`src/hw/rtl/bps_pkg.sv`:
```
// ----------------------------------------------------------------------------
// bps_pkg
// shared types and codes for the bucketed priority stack
// ----------------------------------------------------------------------------
package bps_pkg;

    // operation codes of an input beat
    localparam logic [1:0] OP_PUSH = 2'd0;
    localparam logic [1:0] OP_POP  = 2'd1;
    localparam logic [1:0] OP_PEEK = 2'd2;

    // result error codes
    typedef enum logic [1:0] {
        ERR_OK        = 2'd0,
        ERR_LEVEL     = 2'd1,
        ERR_FULL      = 2'd2,
        ERR_POP_EMPTY = 2'd3
    } bps_err_t;

    // sequencer states
    typedef enum logic [2:0] {
        ST_IDLE,
        ST_PUSH,
        ST_POP_LINK,
        ST_LOAD_HEAD,
        ST_LOAD_VAL
    } bps_state_t;

    // register index of the limit on the configuration port
    localparam logic REG_PRIORITY_LIMIT = 1'b0;

    localparam int FIELD_LEVEL_W = 4;
    localparam logic [FIELD_LEVEL_W-1:0] LIMIT_RESET = 4'd15;

endpackage

```
`src/hw/rtl/bps_ram.sv`:
```
// ----------------------------------------------------------------------------
// bps_ram
// generic simple dual-port ram, one write and one registered read port
// ----------------------------------------------------------------------------
module bps_ram #(
    parameter int WIDTH = 32,
    parameter int DEPTH = 64
) (
    input  logic                                   clk,
    input  logic                                   we,
    input  logic [(DEPTH > 1 ? $clog2(DEPTH) : 1)-1:0] waddr,
    input  logic [WIDTH-1:0]                       wdata,
    input  logic [(DEPTH > 1 ? $clog2(DEPTH) : 1)-1:0] raddr,
    output logic [WIDTH-1:0]                       rdata
);

    logic [WIDTH-1:0] mem [DEPTH];
    logic [WIDTH-1:0] rdata_reg;

    always_ff @(posedge clk)
    begin
        if (we)
        begin
            mem[waddr] <= wdata;
        end
        rdata_reg <= mem[raddr];
    end

    assign rdata = rdata_reg;

endmodule

```
`src/hw/rtl/bps_lvl_enc.sv`:
```
// ----------------------------------------------------------------------------
// bps_lvl_enc
// finds the highest set bit of the level occupancy mask
// ----------------------------------------------------------------------------
module bps_lvl_enc #(
    parameter int LEVELS = 16
) (
    input  logic [LEVELS-1:0]                          mask,
    output logic                                       any,
    output logic [(LEVELS > 1 ? $clog2(LEVELS) : 1)-1:0] idx
);

    localparam int LVLW = (LEVELS > 1) ? $clog2(LEVELS) : 1;

    always_comb
    begin
        idx = '0;
        for (int i = 0; i < LEVELS; i++)
        begin
            if (mask[i])
            begin
                idx = LVLW'(i);
            end
        end
    end

    assign any = |mask;

endmodule

```
`src/hw/rtl/bucketed_priority_stack.sv`:
```
// ----------------------------------------------------------------------------
// bucketed_priority_stack
// priority stack with one lifo list per level, nodes held in a shared pool
// ----------------------------------------------------------------------------
//
// channel   direction  handshake               payload
// -------   ---------  ----------------------  ---------------------------------
// in        input      in_valid / in_stall     operation, element, level
// out       output     out_valid / out_stall   top_element, top_level, count,
//                                              is_empty, error
// cfg       input      apb (psel, penable)     priority_limit at byte address 0
//
// steps: peek, unused codes and rejected beats answer from idle, a push uses the
//   push state, a pop reads link then value while its level keeps elements, and
//   link, head and value through the synchronous rams when the level runs dry and
//   a lower level is left, but only the link when it empties the stack
// one beat is in flight at a time; the next is taken once the result leaves
// reset: occupancy, free list, counters and the output valid clear at once;
//   the rams need no clearing pass since every entry is written before it is read
// out_stall holds the result and, through in_stall, keeps the next beat out
//
module bucketed_priority_stack
    import bps_pkg::*;
#(
    parameter int LEVELS     = 16,
    parameter int POOL_DEPTH = 64,
    parameter int ELEM_WIDTH = 32
) (
    input  logic        clk,
    input  logic        rst_n,

    // input channel
    input  logic        in_valid,
    output logic        in_stall,
    input  logic [1:0]  operation,
    input  logic [31:0] element,
    input  logic [3:0]  level,

    // output channel
    output logic        out_valid,
    input  logic        out_stall,
    output logic [31:0] top_element,
    output logic [3:0]  top_level,
    output logic [6:0]  count,
    output logic        is_empty,
    output logic [1:0]  error,

    // configuration port
    input  logic        psel,
    input  logic        penable,
    input  logic        pwrite,
    input  logic [2:0]  paddr,
    input  logic [31:0] pwdata,
    output logic [31:0] prdata,
    output logic        pready
);

    // level index, node index, link (node index plus the null marker), counters
    localparam int LVLW  = (LEVELS > 1) ? $clog2(LEVELS) : 1;
    localparam int PTRW  = (POOL_DEPTH > 1) ? $clog2(POOL_DEPTH) : 1;
    localparam int LINKW = $clog2(POOL_DEPTH + 1);
    localparam int CNTW  = $clog2(POOL_DEPTH + 1);
    localparam logic [LINKW-1:0] NULL_LINK = LINKW'(POOL_DEPTH);
    localparam logic [CNTW-1:0]  POOL_FULL = CNTW'(POOL_DEPTH);

    // control state
    bps_state_t              state_reg, state_next;
    logic [FIELD_LEVEL_W-1:0] limit_reg;
    logic [LEVELS-1:0]       nonempty_reg, nonempty_next;
    logic [LINKW-1:0]        free_head_reg, free_head_next;
    logic [CNTW-1:0]         fresh_reg, fresh_next;
    logic [CNTW-1:0]         stored_reg, stored_next;
    logic                    out_valid_reg, out_valid_next;

    // cached top of the stack and the beat being worked on
    logic [LVLW-1:0]         top_lvl_reg, top_lvl_next;
    logic [PTRW-1:0]         top_head_reg, top_head_next;
    logic [ELEM_WIDTH-1:0]   top_elem_reg, top_elem_next;
    logic [ELEM_WIDTH-1:0]   item_elem_reg, item_elem_next;
    logic [LVLW-1:0]         item_lvl_reg, item_lvl_next;
    bps_err_t                res_err_reg, res_err_next;

    // ram ports
    logic                    heads_we;
    logic [LVLW-1:0]         heads_waddr, heads_raddr;
    logic [PTRW-1:0]         heads_wdata, heads_rdata;
    logic                    values_we;
    logic [PTRW-1:0]         values_waddr, values_raddr;
    logic [ELEM_WIDTH-1:0]   values_wdata, values_rdata;
    logic                    links_we;
    logic [PTRW-1:0]         links_waddr, links_raddr;
    logic [LINKW-1:0]        links_wdata, links_rdata;

    // helpers
    logic                    in_fire, out_fire, cfg_write;
    logic                    free_valid, lvl_bad;
    logic [PTRW-1:0]         alloc_node;
    logic [LEVELS-1:0]       cleared_mask;
    logic                    cleared_any;
    logic [LVLW-1:0]         cleared_top;

    // ---------------------------------------------------------------- storage
    // head node of each level
    bps_ram #(.WIDTH(PTRW), .DEPTH(LEVELS)) u_heads (
        .clk   (clk),
        .we    (heads_we),
        .waddr (heads_waddr),
        .wdata (heads_wdata),
        .raddr (heads_raddr),
        .rdata (heads_rdata)
    );

    // element value of each node
    bps_ram #(.WIDTH(ELEM_WIDTH), .DEPTH(POOL_DEPTH)) u_values (
        .clk   (clk),
        .we    (values_we),
        .waddr (values_waddr),
        .wdata (values_wdata),
        .raddr (values_raddr),
        .rdata (values_rdata)
    );

    // next node of each node, shared by the level lists and the free list
    bps_ram #(.WIDTH(LINKW), .DEPTH(POOL_DEPTH)) u_links (
        .clk   (clk),
        .we    (links_we),
        .waddr (links_waddr),
        .wdata (links_wdata),
        .raddr (links_raddr),
        .rdata (links_rdata)
    );

    // occupancy with the popped level removed, for the top after a list runs dry
    assign cleared_mask = nonempty_reg & ~(LEVELS'(1) << top_lvl_reg);

    bps_lvl_enc #(.LEVELS(LEVELS)) u_lvl_enc (
        .mask (cleared_mask),
        .any  (cleared_any),
        .idx  (cleared_top)
    );

    // ---------------------------------------------------------------- handshakes
    assign in_stall  = (state_reg != ST_IDLE) || (out_valid_reg && out_stall);
    assign in_fire   = in_valid && !in_stall;
    assign out_fire  = out_valid_reg && !out_stall;
    assign cfg_write = psel && penable && pwrite && pready;

    // free list first, then the never-used part of the pool
    assign free_valid = (free_head_reg != NULL_LINK);
    assign alloc_node = free_valid ? free_head_reg[PTRW-1:0] : fresh_reg[PTRW-1:0];
    assign lvl_bad    = (level > limit_reg) || (int'(level) >= LEVELS);

    // ---------------------------------------------------------------- sequencer
    always_comb
    begin
        state_next     = state_reg;
        nonempty_next  = nonempty_reg;
        free_head_next = free_head_reg;
        fresh_next     = fresh_reg;
        stored_next    = stored_reg;
        out_valid_next = out_valid_reg;
        top_lvl_next   = top_lvl_reg;
        top_head_next  = top_head_reg;
        top_elem_next  = top_elem_reg;
        item_elem_next = item_elem_reg;
        item_lvl_next  = item_lvl_reg;
        res_err_next   = res_err_reg;

        heads_we     = 1'b0;
        heads_waddr  = item_lvl_reg;
        heads_wdata  = alloc_node;
        heads_raddr  = LVLW'(level);
        values_we    = 1'b0;
        values_waddr = alloc_node;
        values_wdata = item_elem_reg;
        values_raddr = links_rdata[PTRW-1:0];
        links_we     = 1'b0;
        links_waddr  = alloc_node;
        links_wdata  = NULL_LINK;
        links_raddr  = free_head_reg[PTRW-1:0];

        if (out_fire)
        begin
            out_valid_next = 1'b0;
        end

        unique case (state_reg)
            ST_IDLE:
            begin
                if (in_fire)
                begin
                    item_elem_next = ELEM_WIDTH'(element);
                    item_lvl_next  = LVLW'(level);
                    unique case (operation)
                        OP_PUSH:
                        begin
                            if (lvl_bad)
                            begin
                                res_err_next   = ERR_LEVEL;
                                out_valid_next = 1'b1;
                            end
                            else if (stored_reg >= POOL_FULL)
                            begin
                                res_err_next   = ERR_FULL;
                                out_valid_next = 1'b1;
                            end
                            else
                            begin
                                // old head of the level and the next free node
                                heads_raddr = LVLW'(level);
                                links_raddr = free_head_reg[PTRW-1:0];
                                state_next  = ST_PUSH;
                            end
                        end
                        OP_POP:
                        begin
                            if (stored_reg == '0)
                            begin
                                res_err_next   = ERR_POP_EMPTY;
                                out_valid_next = 1'b1;
                            end
                            else
                            begin
                                links_raddr = top_head_reg;
                                state_next  = ST_POP_LINK;
                            end
                        end
                        default:
                        begin
                            // peek and the unused code only report
                            res_err_next   = ERR_OK;
                            out_valid_next = 1'b1;
                        end
                    endcase
                end
            end

            ST_PUSH:
            begin
                values_we    = 1'b1;
                values_waddr = alloc_node;
                values_wdata = item_elem_reg;
                links_we     = 1'b1;
                links_waddr  = alloc_node;
                links_wdata  = nonempty_reg[item_lvl_reg] ? LINKW'(heads_rdata) : NULL_LINK;
                heads_we     = 1'b1;
                heads_waddr  = item_lvl_reg;
                heads_wdata  = alloc_node;
                if (free_valid)
                begin
                    free_head_next = links_rdata;
                end
                else
                begin
                    fresh_next = fresh_reg + CNTW'(1);
                end
                nonempty_next[item_lvl_reg] = 1'b1;
                stored_next = stored_reg + CNTW'(1);
                if ((nonempty_reg == '0) || (item_lvl_reg >= top_lvl_reg))
                begin
                    top_lvl_next  = item_lvl_reg;
                    top_head_next = alloc_node;
                    top_elem_next = item_elem_reg;
                end
                res_err_next   = ERR_OK;
                out_valid_next = 1'b1;
                state_next     = ST_IDLE;
            end

            ST_POP_LINK:
            begin
                // popped node goes to the head of the free list
                links_we       = 1'b1;
                links_waddr    = top_head_reg;
                links_wdata    = free_head_reg;
                free_head_next = LINKW'(top_head_reg);
                stored_next    = stored_reg - CNTW'(1);
                if (links_rdata != NULL_LINK)
                begin
                    heads_we      = 1'b1;
                    heads_waddr   = top_lvl_reg;
                    heads_wdata   = links_rdata[PTRW-1:0];
                    top_head_next = links_rdata[PTRW-1:0];
                    values_raddr  = links_rdata[PTRW-1:0];
                    state_next    = ST_LOAD_VAL;
                end
                else
                begin
                    nonempty_next = cleared_mask;
                    if (cleared_any)
                    begin
                        top_lvl_next = cleared_top;
                        heads_raddr  = cleared_top;
                        state_next   = ST_LOAD_HEAD;
                    end
                    else
                    begin
                        top_lvl_next   = '0;
                        res_err_next   = ERR_OK;
                        out_valid_next = 1'b1;
                        state_next     = ST_IDLE;
                    end
                end
            end

            ST_LOAD_HEAD:
            begin
                top_head_next = heads_rdata;
                values_raddr  = heads_rdata;
                state_next    = ST_LOAD_VAL;
            end

            ST_LOAD_VAL:
            begin
                top_elem_next  = values_rdata;
                res_err_next   = ERR_OK;
                out_valid_next = 1'b1;
                state_next     = ST_IDLE;
            end

            default:
            begin
                state_next = ST_IDLE;
            end
        endcase
    end

    // ---------------------------------------------------------------- registers
    always_ff @(posedge clk or negedge rst_n)
    begin
        if (!rst_n)
        begin
            state_reg     <= ST_IDLE;
            limit_reg     <= LIMIT_RESET;
            nonempty_reg  <= '0;
            free_head_reg <= NULL_LINK;
            fresh_reg     <= '0;
            stored_reg    <= '0;
            out_valid_reg <= 1'b0;
        end
        else
        begin
            state_reg     <= state_next;
            nonempty_reg  <= nonempty_next;
            free_head_reg <= free_head_next;
            fresh_reg     <= fresh_next;
            stored_reg    <= stored_next;
            out_valid_reg <= out_valid_next;
            if (cfg_write && (paddr[2] == REG_PRIORITY_LIMIT))
            begin
                limit_reg <= pwdata[FIELD_LEVEL_W-1:0];
            end
        end
    end

    // payload, no reset needed
    always_ff @(posedge clk)
    begin
        top_lvl_reg   <= top_lvl_next;
        top_head_reg  <= top_head_next;
        top_elem_reg  <= top_elem_next;
        item_elem_reg <= item_elem_next;
        item_lvl_reg  <= item_lvl_next;
        res_err_reg   <= res_err_next;
    end

    // ---------------------------------------------------------------- outputs
    // state only moves while a beat is in flight, so the result holds under stall
    assign out_valid   = out_valid_reg;
    assign top_element = (stored_reg == '0) ? '0 : 32'(top_elem_reg);
    assign top_level   = (stored_reg == '0) ? '0 : 4'(top_lvl_reg);
    assign count       = 7'(stored_reg);
    assign is_empty    = (stored_reg == '0);
    assign error       = res_err_reg;

    assign pready = 1'b1;
    assign prdata = (paddr[2] == REG_PRIORITY_LIMIT) ? 32'(limit_reg) : '0;

endmodule

```
`config.mk`:
```
export PLATFORM = sky130hd
export DESIGN_NAME = bucketed_priority_stack
export DESIGN_NICKNAME = d
export VERILOG_FILES = /design/src/hw/rtl/bps_pkg.sv /design/src/hw/rtl/bps_ram.sv /design/src/hw/rtl/bps_lvl_enc.sv /design/src/hw/rtl/bucketed_priority_stack.sv
export SDC_FILE = /design/constraint.sdc
export NUM_CORES = 2
export LEC_CHECK = 0
export BUFFER_PORTS_ARGS = -buffer_cell sky130_fd_sc_hd__buf_4
export CORE_ASPECT_RATIO = 2
export CORE_MARGIN = 8
export CORE_UTILIZATION = 65
export DETAILED_ROUTE_END_ITERATION = 16
export PLACE_DENSITY = 0.94
export SETUP_SLACK_MARGIN = 0.05
export SLEW_MARGIN = 10
export SYNTH_ARGS = -nofsm -noshare
export SYNTH_HDL_FRONTEND = slang
export SYNTH_SLANG_ARGS = --single-unit
```
`constraint.sdc`:
```
create_clock -name clk -period 13.15 [get_ports clk]
set_clock_uncertainty 0.05 [all_clocks]
set_input_delay 1.315 -clock clk [delete_from_list [all_inputs] [get_ports clk]]
set_output_delay 1.315 -clock clk [all_outputs]
set_load 0.02 [all_outputs]
```
==> impl_metrics.csv <==
group,metric,value,unit
status,run_status,"finished, final reports clean",
run,max_cap_violations,0,
yosys,synth_enable_flop_cells,2672,
yosys,synth_area,108700,um^2
timing,min_period_over_period,46.43,%
die,rows,212,
die,coreArea,166300,um^2
yosys,post_synthesis_cell_type_count,89,
placed_design,dpl_cell_area,112200,um^2
critical_path,timing.critical_path.required,13.81,ns
timing,worst_slew_margin_rel,9.680,%
cells_and_area,multi_input_area,25190,um^2
detailed_routing,via_count,64652,
timing,final_critical_path_required_period,6.105,ns
critical_path,setup.worst_path.end_class,"register",
detailed_routing,wl_per_cell,39.71,um
detailed_routing,drt-vias-per-instance,7.764,
grt,grt_pass1_vias,64758,
die,start_util,65.33,%
die,num_io_pins,161,
clock_network,clock_buffers_created_by_tritoncts,215,
yosys,synthesis.instances,5871,
power,power_density,206.4,nW/um^2
yosys,yosys_register_bits,2761,
worst_hold_path,hold_class,"input pin to asynchronous set/reset pin",
yosys,synth_flop_cell,"sky130_fd_sc_hd__edfxtp_1",
critical_path,arrival_time_worst_endpoint,6.76,ns
cells_and_area,finish.instance_area,119200,um^2
grt,grt_start_max_net_pins,148,
cells_and_area,areaGrowthSynthToFinish,9.719,%
detailed_routing,initialDrtViolationCount,11478,
clock_network,latest_clock_arrival_within_the_worst_skew_pair,0.88,ns
critical_path,worst-r2r-cell-count,11,
clock_network,cts-root-to-sink-buffers,4,
clock_network,cts_root_buffer,"sky130_fd_sc_hd__clkbuf_16",
cells_and_area,nets,6102,
timing,report.final.hold_viol_count,0,
clock_network,post_cts_setup_bufs,0,
cells_and_area,regMostFlops,"u_values.mem",
critical_path,reg2reg_slack,7.04,ns
die,die_h,594.2,um
detailed_routing,drt_pass1_iterations,10,
timing,setup_viol,0,
detailed_routing,final_wl,330.7,mm
die,die_w,305.1,um
placed_design,place.port_buffers,101,
clock_network,cts_tree,"built",
timing,final.hold.worst_slack,0.4457,ns
cells_and_area,layout_top_registers,"u_values.mem x2048, u_links.mem x448, u_heads.mem x96",
power,leakagePower,38.06,nW
cells_and_area,number_of_flip_flops_under_the_largest_register_name,2048,
clock_network,cts_hold_buffers,0,
clock_network,cts_repair_resize_count,0,
detailed_routing,drt.antenna.violating_nets,0,
cells_and_area,nFillCells,8527,
placed_design,hpwl,171.3,mm
timing,rsz0062_at_grt,"false",
clock_network,cts.htree.levels,4,
yosys,proportion_of_register_bits_with_asynchronous_set_or_reset_after_synthesis,1.594,%
yosys,synth-warning-count,0,
critical_path,critical_path.startpoint_type,"register",
detailed_routing,drc,0,
cells_and_area,seq_area,82250,um^2
cells_and_area,most_used_cells_in_the_layout_excluding_fill_and_tap_cells,"sky130_fd_sc_hd__edfxtp_1, sky130_fd_sc_hd__nand2_1, sky130_fd_sc_hd__mux4_2, sky130_fd_sc_hd__buf_4, sky130_fd_sc_hd__clkbuf_16",
grt,grt_first_pass_wirelength,460.7,mm
timing,timing_worst_slew_pin_value,1.355,ns
timing,fmaxAchievable,163.8,MHz
cells_and_area,layout.cells.most_common,"sky130_fd_sc_hd__edfxtp_1",
cells_and_area,final_layout_size_suffix_gt1_share,20.68,%
grt,grt_use_total,35.36,%
grt,grt_overflow,0,
clock_network,cts.clk_slew.worst_paths,0.08,ns
yosys,avgSynthCellArea,18.51,um^2
critical_path,critical_path_class,"register to register",
clock_network,cts.sinks,2761,
power,max-vdd-ir-drop,0.3657,mV
yosys,register_area_share_after_synthesis,75.69,%
die,die_area,181300,um^2
grt,antenna_found_initial,16,
timing,slew_viol_final,0,
placed_design,gp_routability_congestion,0.9401,
timing,final_sum_of_negative_setup_slack,0,ns
critical_path,crit_path_max_fanout,99,
[stage by stage]
stage               total power [mW]  worst slack, ns  utilization [%]  std cells
finish                         24.61            7.045            71.68       8327
global route                   25.03            6.635            71.67       8321
CTS                            24.26            7.022            71.66       8319
detailed placement             17.49            7.059            67.49       7929
global placement               17.09            7.340            67.49       7929
floorplan                      15.22            8.597                -       5898
[logic make-up (layout without fill, tap and decap cells)]
family | count (synthesis) | count (layout) | synth area share [%]
AO/OA/AOI/OAI | 733 | 733 | 4.689
XOR/XNOR | 12 | 12 | 0.09672
adder cells (fa/ha/maj) | 15 | 15 | 0.1796
buffers and inverters | 391 | 673 | 1.788
flip-flops | 2761 | 2761 | 75.69
multiplexers | 646 | 646 | 12.04
other | 2 | 36 | 0.006911
AND/OR/NAND/NOR | 1311 | 1311 | 5.505
[synth_stat cells, drive strengths merged, types with 10 or more instances]
library cell	number	area [um^2]
a211o	13	113.9
a211oi	177	1329
a21o	11	82.58
a21oi	132	668.1
a22oi	12	90.09
a311oi	80	700.7
a31oi	109	681.9
a32oi	44	385.4
and2	168	1051
and3	22	137.6
buf	194	1204
clkbuf	177	664.4
dfrtp	39	975.9
dfxtp	45	900.9
edfxtp	2672	80240
ha	14	175.2
inv	20	75.07
mux2	43	488.0
mux2i	79	798.3
mux4	524	11800
nand2	651	2459
nand3	144	725.7
nand3b	10	75.07
nand4	28	175.2
nor2	206	790.8
nor2b	20	125.1
nor3	16	91.34
o211ai	12	95.09
o21ai	84	427.9
or3	10	62.56
[power breakdown]
part	leakage (nW)	internal, mW	switching (mW)
clock	3.38	3.51	3.20
sequential	25.2	10.1	0.216
combinational	9.47	2.62	4.94
total	38.1	16.2	8.36
[path summary, 6_finish.rpt]
check	startpoint	end
max	state_reg[0]	u_values.rdata[31]
min	rst_n	nonempty_reg[5]
max reg2reg	state_reg[0]	u_values.rdata[31]
min reg2reg	u_links.rdata[6]	free_head_reg[6]
max in group asynchronous	rst_n	count[4]
min in group clk	u_links.rdata[6]	free_head_reg[6]
[area by class of cell]
class / instances / share of cell area [%]
Antenna cell: 7 / 0.01469
Multi-Input combinational cell: 2746 / 21.13
Clock inverter: 129 / 1.101
Timing Repair Buffer: 263 / 1.743
Tap cell: 2140 / 2.246
Clock buffer: 261 / 4.718
Inverter: 20 / 0.06297
Sequential cell: 2761 / 68.99
[per-layer routing]
layer / vias up / wire (um) / share of wire, % / global-route usage, %
met5: - / 98 / 0.030 / 0.02642
met4: 18 / 34530 / 10 / 27.93
met3: 2062 / 41250 / 12 / 8.134
met2: 7311 / 163700 / 50 / 59.67
met1: 31439 / 91050 / 28 / 38.36
li1: 23822 / - / - / -
[critical path, stage by stage, from the launching register on]
cell	delay, ns
sky130_fd_sc_hd__dfrtp_1	0.86
sky130_fd_sc_hd__nand2_4	0.31
sky130_fd_sc_hd__mux2i_4	0.53
sky130_fd_sc_hd__buf_12	0.54
sky130_fd_sc_hd__buf_4	0.89
sky130_fd_sc_hd__buf_4	0.81
sky130_fd_sc_hd__mux4_2	0.60
sky130_fd_sc_hd__and2_1	0.18
sky130_fd_sc_hd__a211oi_1	0.27
sky130_fd_sc_hd__a311oi_1	0.09
sky130_fd_sc_hd__a21oi_1	0.39
sky130_fd_sc_hd__a21oi_1	0.12
No activity file was read; power rests on OpenSTA's default activity.
